**config.mk**
```make
export PLATFORM = sky130hd
export DESIGN_NAME = blob_track_label_table_unit
export DESIGN_NICKNAME = d
export VERILOG_FILES = /design/src/sv/btl_pkg.sv /design/src/sv/btl_cell.sv /design/src/sv/btl_match.sv /design/src/sv/blob_track_label_table_unit.sv
export SDC_FILE = /design/constraint.sdc
export NUM_CORES = 2
export LEC_CHECK = 0
export ABC_AREA = 1
export BUFFER_PORTS_ARGS = -buffer_cell sky130_fd_sc_hd__buf_4
export CAP_MARGIN = 5
export CORE_MARGIN = 2
export CORE_UTILIZATION = 60
export CTS_CLUSTER_DIAMETER = 100
export DETAILED_ROUTE_END_ITERATION = 8
export GPL_TIMING_DRIVEN = 0
export HOLD_SLACK_MARGIN = 0.1
export PLACE_DENSITY = 0.76
export SLEW_MARGIN = 20
export SYNTH_ARGS = -nofsm -noshare
export SYNTH_HDL_FRONTEND = slang
export SYNTH_HIERARCHICAL = 1
export SYNTH_SLANG_ARGS = --single-unit
export TNS_END_PERCENT = 30
```
**constraint.sdc**
```tcl
create_clock -name clk_i -period 15.38 [get_ports clk_i]
set_input_delay 2.307 -clock clk_i [delete_from_list [all_inputs] [get_ports clk_i]]
set_output_delay 2.307 -clock clk_i [all_outputs]
set_load 0.03 [all_outputs]
```
**src/sv/btl_pkg.sv**
```systemverilog
// btl_pkg: shared types and constants for the blob track label table
// no dependencies
package btl_pkg;

  localparam int TABLE_DEPTH = 16;
  localparam int MAX_RESULTS = 16;
  localparam int IDX_W = $clog2(TABLE_DEPTH);
  localparam int CNT_W = $clog2(TABLE_DEPTH + 1);
  localparam int RES_W = $clog2(MAX_RESULTS + 1);

  localparam logic CMD_DETECT = 1'b0;
  localparam logic CMD_EOF    = 1'b1;

  localparam logic REG_MIN_AGE = 1'b0;
  localparam logic REG_MAX_AGE = 1'b1;

  typedef struct packed {
    logic [10:0] row;
    logic [10:0] col;
    logic [10:0] width;
    logic [10:0] height;
  } geo_t;

  typedef struct packed {
    logic [15:0] label;
    geo_t        geo;
    logic [7:0]  age;
  } entry_t;

  typedef struct packed {
    logic        command;
    logic [10:0] det_row;
    logic [10:0] det_col;
    logic [10:0] det_width;
    logic [10:0] det_height;
  } in_word_t;

  typedef struct packed {
    logic [15:0] label;
    logic [10:0] out_row;
    logic [10:0] out_col;
    logic [10:0] out_width;
    logic [10:0] out_height;
    logic [7:0]  out_age;
    logic        carried;
    logic        valid_res;
    logic        overflow;
    logic        last;
  } out_word_t;

endpackage

```
**src/sv/btl_cell.sv**
```systemverilog
// btl_cell: one slot of the old track table, part of a rotating chain
// depends on btl_pkg
module btl_cell (
  input  logic            clk_i,
  input  logic            rst_ni,
  input  logic            shift_i,
  input  logic            load_i,
  input  btl_pkg::entry_t entry_i,
  input  logic            matched_i,
  input  btl_pkg::entry_t load_entry_i,
  output btl_pkg::entry_t entry_o,
  output logic            matched_o
);
  import btl_pkg::*;

  entry_t entry_q;
  logic   matched_q;

  always_ff @(posedge clk_i) begin
    if (load_i) begin
      entry_q <= load_entry_i;
    end else if (shift_i) begin
      entry_q <= entry_i;
    end
  end

  always_ff @(posedge clk_i or negedge rst_ni) begin
    if (!rst_ni) begin
      matched_q <= 1'b0;
    end else if (load_i) begin
      matched_q <= 1'b0;
    end else if (shift_i) begin
      matched_q <= matched_i;
    end
  end

  assign entry_o   = entry_q;
  assign matched_o = matched_q;

endmodule

```
**src/sv/btl_match.sv**
```systemverilog
// btl_match: mutual half-extent overlap test of a track and a detection
// depends on btl_pkg
module btl_match (
  input  btl_pkg::geo_t trk_i,
  input  btl_pkg::geo_t det_i,
  output logic          hit_o
);
  import btl_pkg::*;

  logic [11:0] ar, ac, br, bc, ahh, awh, bhh, bwh;
  logic        b_in_a, a_in_b;

  always_comb begin
    ar  = {1'b0, trk_i.row};
    ac  = {1'b0, trk_i.col};
    br  = {1'b0, det_i.row};
    bc  = {1'b0, det_i.col};
    ahh = {2'b00, trk_i.height[10:1]};
    awh = {2'b00, trk_i.width[10:1]};
    bhh = {2'b00, det_i.height[10:1]};
    bwh = {2'b00, det_i.width[10:1]};
    // a - h < b < a + h, rearranged to stay unsigned
    b_in_a = (ar < br + ahh) && (br < ar + ahh) && (ac < bc + awh) && (bc < ac + awh);
    a_in_b = (br < ar + bhh) && (ar < br + bhh) && (bc < ac + bwh) && (ac < bc + bwh);
    hit_o  = b_in_a || a_in_b;
  end

endmodule

```
**src/sv/blob_track_label_table_unit.sv**
```systemverilog
// blob_track_label_table_unit: frame-to-frame blob tracker, top level
// depends on btl_pkg, btl_cell, btl_match
//
//   channel   direction  handshake                   payload
//   in        input      in_valid_i / in_ready_o     btl_pkg::in_word_t
//   out       output     out_valid_o / out_ready_i   btl_pkg::out_word_t
//   cfg       input      cfg_we_i                    cfg_idx_i, cfg_data_i
//
// every word walks the old table as it rotates once through the cell chain,
// one cell per cycle while the rotation is not stalled, then passes a hand-off
// state and an idle state; a new word is taken only once the last is through.
// a detection result is registered for the out channel in the hand-off state.
// end of frame stalls the rotation while a carried result cannot move on.
// reset empties both tables and sets the next label to one; no clearing pass.
module blob_track_label_table_unit (
  input  logic                clk_i,
  input  logic                rst_ni,
  input  logic                in_valid_i,
  output logic                in_ready_o,
  input  btl_pkg::in_word_t   in_word_i,
  output logic                out_valid_o,
  input  logic                out_ready_i,
  output btl_pkg::out_word_t  out_word_o,
  input  logic                cfg_we_i,
  input  logic                cfg_idx_i,
  input  logic [7:0]          cfg_data_i
);
  import btl_pkg::*;

  localparam logic [1:0] ST_IDLE = 2'd0;
  localparam logic [1:0] ST_DET  = 2'd1;
  localparam logic [1:0] ST_EOF  = 2'd2;
  localparam logic [1:0] ST_DONE = 2'd3;

  logic [1:0]       state_q, state_d;
  logic             cmd_q;
  geo_t             det_q;
  logic [IDX_W-1:0] step_q;
  logic [7:0]       min_age_q, max_age_q;
  logic [CNT_W-1:0] old_cnt_q, new_cnt_q;
  logic [15:0]      next_label_q;
  logic             found_q;
  logic [15:0]      lab_q;
  logic [7:0]       age_q;
  logic [RES_W-1:0] n_q;
  out_word_t        stage_q;
  logic             stage_v_q;
  out_word_t        out_q;
  logic             out_v_q;

  entry_t           new_tab [TABLE_DEPTH];
  entry_t           cell_out [TABLE_DEPTH];
  logic             cell_m [TABLE_DEPTH];

  entry_t           head, proc_entry;
  logic             proc_m, hit, head_v, cand, emit_ok, out_free, can_step;
  logic             shift, load, out_load, store, new_full;
  out_word_t        out_d, carry_w, det_w;
  entry_t           store_e;
  logic [8:0]       age_inc;

  assign head = cell_out[0];

  btl_match u_match (
    .trk_i (head.geo),
    .det_i (det_q),
    .hit_o (hit)
  );

  always_comb begin
    head_v   = {1'b0, step_q} < old_cnt_q;
    age_inc  = {1'b0, head.age} + 9'd1;
    new_full = new_cnt_q >= CNT_W'(TABLE_DEPTH);
    out_free = !out_v_q || out_ready_i;
    cand     = head_v && !cell_m[0] && (age_inc <= {1'b0, max_age_q});
    emit_ok  = cand && (n_q < RES_W'(MAX_RESULTS));

    proc_entry = head;
    proc_m     = cell_m[0];
    if (state_q == ST_DET && head_v && hit) begin
      proc_m = 1'b1;
      if (head.age < min_age_q) begin
        proc_entry.age = head.age + 8'd1;
      end
    end

    carry_w = '{label: head.label, out_row: head.geo.row, out_col: head.geo.col,
                out_width: head.geo.width, out_height: head.geo.height,
                out_age: age_inc[7:0], carried: 1'b1, valid_res: 1'b1,
                overflow: new_full, last: 1'b0};
    det_w   = '{label: found_q ? lab_q : next_label_q, out_row: det_q.row,
                out_col: det_q.col, out_width: det_q.width, out_height: det_q.height,
                out_age: age_q, carried: 1'b0, valid_res: 1'b1,
                overflow: new_full, last: 1'b1};

    can_step = 1'b1;
    shift    = 1'b0;
    load     = 1'b0;
    out_load = 1'b0;
    out_d    = stage_q;
    store    = 1'b0;
    store_e  = '{label: head.label, geo: head.geo, age: age_inc[7:0]};
    state_d  = state_q;

    case (state_q)
      ST_IDLE: begin
        if (in_valid_i) begin
          state_d = (in_word_i.command == CMD_EOF) ? ST_EOF : ST_DET;
        end
      end
      ST_DET: begin
        shift = 1'b1;
        if (step_q == IDX_W'(TABLE_DEPTH - 1)) begin
          state_d = ST_DONE;
        end
      end
      ST_EOF: begin
        can_step = !(emit_ok && stage_v_q && !out_free);
        if (can_step) begin
          shift = 1'b1;
          store = cand;
          if (emit_ok && stage_v_q) begin
            out_load = 1'b1;
          end
          if (step_q == IDX_W'(TABLE_DEPTH - 1)) begin
            state_d = ST_DONE;
          end
        end
      end
      ST_DONE: begin
        if (out_free) begin
          out_load = 1'b1;
          state_d  = ST_IDLE;
          if (cmd_q == CMD_DETECT) begin
            out_d   = det_w;
            store   = 1'b1;
            store_e = '{label: det_w.label, geo: det_q, age: age_q};
          end else begin
            load = 1'b1;
            if (stage_v_q) begin
              out_d      = stage_q;
              out_d.last = 1'b1;
            end else begin
              out_d = '{label: 16'd0, out_row: 11'd0, out_col: 11'd0, out_width: 11'd0,
                        out_height: 11'd0, out_age: 8'd0, carried: 1'b0,
                        valid_res: 1'b0, overflow: 1'b0, last: 1'b1};
            end
          end
        end
      end
      default: begin
        state_d = ST_IDLE;
      end
    endcase
  end

  for (genvar k = 0; k < TABLE_DEPTH; k++) begin : g_cell
    entry_t nb_e;
    logic   nb_m;
    if (k == TABLE_DEPTH - 1) begin : g_tail
      assign nb_e = proc_entry;
      assign nb_m = proc_m;
    end else begin : g_mid
      assign nb_e = cell_out[k+1];
      assign nb_m = cell_m[k+1];
    end
    btl_cell u_cell (
      .clk_i        (clk_i),
      .rst_ni       (rst_ni),
      .shift_i      (shift),
      .load_i       (load),
      .entry_i      (nb_e),
      .matched_i    (nb_m),
      .load_entry_i (new_tab[k]),
      .entry_o      (cell_out[k]),
      .matched_o    (cell_m[k])
    );
  end

  // new table is written in arrival order at the fill count
  always_ff @(posedge clk_i) begin
    if (store && !new_full) begin
      new_tab[new_cnt_q[IDX_W-1:0]] <= store_e;
    end
  end

  always_ff @(posedge clk_i) begin
    if (state_q == ST_IDLE && in_valid_i) begin
      det_q <= '{row: in_word_i.det_row, col: in_word_i.det_col,
                 width: in_word_i.det_width, height: in_word_i.det_height};
      cmd_q <= in_word_i.command;
    end
    if (state_q == ST_EOF && can_step && emit_ok) begin
      stage_q <= carry_w;
    end
    if (out_load) begin
      out_q <= out_d;
    end
  end

  always_ff @(posedge clk_i or negedge rst_ni) begin
    if (!rst_ni) begin
      state_q      <= ST_IDLE;
      step_q       <= '0;
      min_age_q    <= 8'd0;
      max_age_q    <= 8'd0;
      old_cnt_q    <= '0;
      new_cnt_q    <= '0;
      next_label_q <= 16'd1;
      found_q      <= 1'b0;
      lab_q        <= 16'd0;
      age_q        <= 8'd0;
      n_q          <= '0;
      stage_v_q    <= 1'b0;
      out_v_q      <= 1'b0;
    end else begin
      state_q <= state_d;
      if (cfg_we_i) begin
        if (cfg_idx_i == REG_MIN_AGE) begin
          min_age_q <= cfg_data_i;
        end else begin
          max_age_q <= cfg_data_i;
        end
      end
      if (state_q == ST_IDLE) begin
        step_q    <= '0;
        found_q   <= 1'b0;
        lab_q     <= 16'd0;
        age_q     <= 8'd0;
        n_q       <= '0;
        stage_v_q <= 1'b0;
      end
      if (shift) begin
        step_q <= step_q + IDX_W'(1);
      end
      if (state_q == ST_DET && head_v && hit) begin
        found_q <= 1'b1;
        lab_q   <= head.label;
        if (head.age < min_age_q && age_q < proc_entry.age) begin
          age_q <= proc_entry.age;
        end
      end
      if (state_q == ST_EOF && can_step && emit_ok) begin
        stage_v_q <= 1'b1;
        n_q       <= n_q + RES_W'(1);
      end
      if (store && !new_full) begin
        new_cnt_q <= new_cnt_q + CNT_W'(1);
      end
      if (state_q == ST_DONE && out_free && cmd_q == CMD_DETECT && !found_q) begin
        next_label_q <= next_label_q + 16'd1;
      end
      if (load) begin
        old_cnt_q <= (store && !new_full) ? new_cnt_q + CNT_W'(1) : new_cnt_q;
        new_cnt_q <= '0;
      end
      if (out_load) begin
        out_v_q <= 1'b1;
      end else if (out_ready_i) begin
        out_v_q <= 1'b0;
      end
    end
  end

  assign in_ready_o  = (state_q == ST_IDLE);
  assign out_valid_o = out_v_q;
  assign out_word_o  = out_q;

endmodule

```
Word-level counts from Yosys, hierarchy flattened
Memories as Yosys holds them, arrays and structs flattened.
Cells that the tools add are included.
W data, S select, Z words.
{"block": "totals", "ff_bits": 1370, "ramBits": 1088, "in_bits": 59, "output_inout_bits": 74, "wordCells": 338, "n_memories": 1}
{"block": "op_classes", "n_addsub": 14, "order_cmp": 14, "eq_ne": 7, "muxes": 113, "bitwise": 2, "reduce_logical": 40}
{"name": "new_tab", "depth": 16, "width": 68, "rd": 16, "rd_ports_with_merged_regs": 0, "wr": 1, "line": "blob_track_label_table_unit.sv:51", "text": "entry_t new_tab [TABLE_DEPTH];"}
{"operator": "$mux W68", "n": 35}
{"operator": "$mux W72", "n": 4}
{"operator": "$add A11 B10 Y12", "n": 8}
{"operator": "$lt A11 B12 Y1", "n": 8}
{"operator": "$mux W1", "n": 51}
{"operator": "$mux W16", "n": 3}
{"operator": "$mux W8", "n": 5}
{"operator": "$logic_and A1 B1 Y1", "n": 21}
{"operator": "$mux W5", "n": 4}
{"operator": "$add A16 B1 Y16 const B", "n": 1}
{"operator": "$lt A8 B8 Y1", "n": 2}
{"operator": "$add A5 B1 Y5 const B", "n": 2}
{"operator": "$mux W2", "n": 5}
{"operator": "$reduce_bool A2 Y1", "n": 5}
{"operator": "$add A8 B1 Y9 const B", "n": 1}
{"operator": "$le A9 B8 Y1", "n": 1}
{"operator": "$add A8 B1 Y8 const B", "n": 1}
{"operator": "$mux W4", "n": 2}
{"operator": "$pmux W2 S4", "n": 1}
{"operator": "$logic_not A1 Y1", "n": 6}
{"operator": "$ne A2 B2 Y1 const B", "n": 3}
{"operator": "$pmux W1 S2", "n": 3}
{"operator": "$reduce_and A2 Y1", "n": 3}
{"operator": "$reduce_and A3 Y1", "n": 2}
{"operator": "10 further kinds", "n": 13}

Depth between registers and ports, before layout
{"block": "depth", "depth_word": 12, "ltp_mapped": 35, "mapped_depth_nobuf": 34}

Modules after synthesis
The synthesis kept the hierarchy.
{"mod": "btl_cell", "n_inst": 16, "cells_per_inst": 294, "area_per_inst_um2": 2957.8, "seq_area_each_um2": 2067.0}
{"mod": "blob_track_label_table_unit", "n_inst": 1, "cells_per_inst": 2240, "area_per_inst_um2": 44448.9, "seq_area_each_um2": 40259.9}
{"mod": "btl_match", "n_inst": 1, "cells_per_inst": 850, "area_per_inst_um2": 5511.5, "seq_area_each_um2": 0.0}

Worst setup path before layout
OpenSTA, ideal clock, no wires.
{"block": "synth_path", "path_kind": "input to register", "startpoint": "input out_ready_i", "endpoint": "register n_q[0]", "setup_time_ns": 0.103, "t_arrival_ns": 6.458, "t_required_ns": 15.277, "setup_slack_ns": 8.819, "path_stages": 6, "path_buffers": 0, "path_cell_list": "nor2_2 inv_1 o2111ai_1 nor2_1 inv_1 o21ai_0"}
{"block": "synth_via", "elab_chain_len": 8, "word_cells_on_any_way": 9, "classes_between": "mux (2); reduce/logical (7)"}
{"item": "start, declared", "line": "blob_track_label_table_unit.sv:22", "text": "input logic out_ready_i,"}
{"item": "$logic_or A1 B1 Y1 (*)", "line": "blob_track_label_table_unit.sv:74", "text": "out_free = !out_v_q || out_ready_i;"}
{"item": "$logic_not A1 Y1 (*)", "line": "blob_track_label_table_unit.sv:118", "text": "can_step = !(emit_ok && stage_v_q && !out_free);"}
{"item": "$logic_and A1 B1 Y1 (*)", "line": "blob_track_label_table_unit.sv:118"}
{"item": "$logic_not A1 Y1 (*)", "line": "blob_track_label_table_unit.sv:118"}
{"item": "$mux W1 (*)", "line": "blob_track_label_table_unit.sv:105", "text": "case (state_q)"}
{"item": "$logic_and A1 B1 Y1 (*) (2 in series)", "line": "blob_track_label_table_unit.sv:243", "text": "if (state_q == ST_EOF && can_step && emit_ok) begin"}
{"item": "$mux W5 or $reduce_bool A2 Y1 (tied branches)"}
{"item": "end signal, assigned", "line": "blob_track_label_table_unit.sv:245", "text": "n_q <= n_q + RES_W'(1);"}
{"item": "end, declared", "line": "blob_track_label_table_unit.sv:45", "text": "logic [RES_W-1:0] n_q;"}
Every way passes the cells marked *; elsewhere a longest branch is shown, timed or not.
A chain may end at the register's enable or synchronous reset.

==> run metrics <==
status=completed; post-synthesis simple-gate area fraction=0.168; fin crit period=around 6.4 ns; Detailed Routing Iterations Pass 1=6; Synth Area in XOR/XNOR=0.00855; Hold WC Path Type=reg2reg; Hold EP=next_label_q[14]; DRT antenna net count=0; Leak Pwr=approximately 45 nW; Async SR Flop Fraction=0.0391; syn_area_per_cell=12.5 um^2; largest area contributor in the netlist=edfxtp_1; TNS Setup=0 ns; crit share post-route=0.413; vias in the first global route=56442; cell mode on critical path=nand2_1; post-synthesis sequential area ratio=0.754; Die Y=407 um; combinational family with the most area after synthesis=simple AND/OR/NAND/NOR gates; worst reg2reg path startpoint=det_q[33]; CTS root buffer=clkbuf_16; total die area=approximately 170000 um^2; Mapped Nets=8058; via count=about 58000; RSZ-0062 raised after global routing=no; Slew @ Worst Pin=1.09 ns; R2R Path End=age_q[7]; WL/cell=between 20 and 25 um; gr ovfl total=0; ranking of synthesized cells by area=edfxtp_1 73%, nand2_1 15%, ha_1 2.5%, dfrtp_1 2.4%, inv_1 0.90%; die width=around 410 um; min-delay src=next_label_q[14]; I/O Buffers=roughly 130; hold path cells=1; Synth warnings=6; most frequent cells in the layout=3959 x nand2_1, 2362 x edfxtp_1, 229 x clkbuf_16; CP Capture Type=register; initial antenna violation count=3; Slew headroom=0.268; Peak VDD IR=roughly 0.21 mV; global-route wire length before repair=~340 mm; Filler cells=~10000; R2R depth=30; WHS=approximately 0.47 ns; layout cell share with drive strength beyond 1=0.108; Main synth FF type=edfxtp_1; reg2reg setup slack=roughly 9.0 ns; Fmax=157 MHz; Vias/cell=5.51; critical path class=reg2reg; remaining routing DRC violations=0; Synth top area share=0.729; drt total wl=about 220 mm; CTS resizes=0; Netlist cell types=53; Critical Path Max Stage Delay=~0.60 ns; most common cell after layout, fill and taps aside=nand2_1; layout overhead on the synthesized area=13.7%; Num CTS Buffers=225; multiplexer share of the synthesized area=0; Post-CTS Setup Bufs=0; Starting Density=0.605; clock skew=about 0.030 ns; htree depth=4; Critical Path RT=between 15 and 20 ns; row cnt=between 100 and 150; post-cts hold buffer count=0; Post-Synth Adder-Cell Area=0.0270; Worst-path clk slew=roughly 0.060 ns; Arr. time, crit path=about 7.1 ns; final hold viol count=0; crit path max-delay cell type=edfxtp_1; Initial DRC Count=6738; synthesized area=between 90000 and 100000 um^2; FF+latch count, synth=between 2000 and 2500; largest net degree at the start of global routing=between 90 and 100; number of I/O pins=roughly 130; CTS tree=built; Compound-Gate Fraction of Synth Area=0.0150; worst-path maximum fanout=10; worst skew pair latency=0.87 ns; final max-slew violation count=0; critical path launch point type=register; CTS sink cnt=approximately 2500; post-synthesis cell count=roughly 7800; maxcap violations=0; Setup-failing EPs final=0; core area=161000 um^2; RePlAce Congestion=roughly 0.91; Power Density=between 200 and 250 nW/um^2; All-Layer GR Usage=0.271; hpwl dp=between 150 and 200 mm; Layout Nets=8491; clk buf depth=3; EDFF count, synth=around 2400
-- synthesized netlist by cell type (all sizes together) (2+ instances only) --
cell type and n:
inv 251, nor2 130, nand3 108, o21a 5, fa 8, a21o 9, ha 197, a21boi 7
nand4 21, a21oi 105, and2 3, o211ai 6, o22ai 5, buf 245, a22oi 4, o31ai 2
xnor2 24, nand2 3966, dfrtp 95, clkbuf 29, or2 2, xor2 71, o21bai 6, a31oi 7
o21ai 95, o2111ai 3, nor3 22, edfxtp 2362
-- through the flow --
stage / instances / power (mW) / setup slack [ns] / util / instance area, um^2
3_3_place_gp: 10086 / 19.9 / 6.39 / 0.628 / 101000
6_report: 10587 / 26.4 / 9.03 / 0.688 / 111000
4_1_cts: 10584 / 26.4 / 9.00 / 0.688 / 111000
3_5_place_dp: 10159 / 20.4 / 9.07 / 0.639 / 103000
2_1_floorplan: 7794 / 17.0 / 8.82 / - / 97300
5_1_grt: 10585 / 27.7 / 8.62 / 0.688 / 111000
-- kinds of logic after synthesis --
logic type,after synthesis
buffers and inverters,525
flip-flops,2458
AND/OR/NAND/NOR,4254
AO/OA/AOI/OAI,257
adder cells (fa/ha/maj),205
XOR/XNOR,95
-- where the power goes --
group	internal [mW]	switching [mW]
Combinational	2.33	6.14
Sequential	11.2	0.920
Clock	3.33	2.45
Total	16.9	9.51
-- sequential cells by signal, indices dropped and copies added (netlist names) --
signal / cells
g_cell.u_cell/entry_o: 1088
new_tab: 1088
out_word_o: 72
stage_q: 69
det_q: 44
g_cell.u_cell/matched_o: 16
lab_q: 16
next_label_q: 16
age_q: 8
max_age_q: 8
min_age_q: 8
n_q: 5
new_cnt_q: 5
old_cnt_q: 5
step_q: 4
state_q: 2
cmd_q: 1
found_q: 1
out_valid_o: 1
stage_v_q: 1
-- area by class of cell --
| cell class | count | area [um^2] | share of cell area |
|---|---|---|---|
| multi-input cells | 4811 | 21500 | 0.195 |
| inverters | 251 | 1020 | 0.00924 |
| clock inverters | 155 | 1820 | 0.0165 |
| flip-flops and latches | 2458 | 73300 | 0.663 |
| plain buffers | 274 | 1710 | 0.0155 |
| repair buffers | 206 | 2530 | 0.0229 |
| clock buffers | 270 | 5950 | 0.0538 |
| diodes | 2 | 5.00 | 0.0000453 |
| well taps | 2160 | 2700 | 0.0244 |
-- worst max-delay path, delay by kind of cell, from the launching register on --
family | cells | cell delay, ns
AOI/OAI and AO/OA | 3 | 1.08
xor gates and xnor gates | 1 | 0.20
adders and majority gates | 4 | 1.39
buffers and inverters | 4 | 0.44
DFF | 1 | 0.60
and+or+nand+nor | 18 | 2.49
-- worst max path at each step --
stage	from	endpoint	slack (ns)	cells after the start
final	det_q[33]	age_q[7]	9.03	30
after global routing	g_cell[0].u_cell/entry_o[32]	age_q[0]	8.62	34
after CTS	det_q[33]	age_q[7]	9.00	30
after detailed placement	det_q[33]	age_q[0]	9.07	30
after global placement	out_ready_i	n_q[0]	6.39	7
after floorplan	out_ready_i	n_q[0]	8.82	6
-- metal layers --
metal / vias up / wire [um] / global-route usage
met4: 0 / 6190 / 0.0826
met2: 2881 / 103000 / 0.426
met3: 350 / 20200 / 0.0387
met5: - / 0 / 0
li1: 27140 / - / -
met1: 27973 / 93600 / 0.398
No activity file was read; power rests on OpenSTA's default activity.
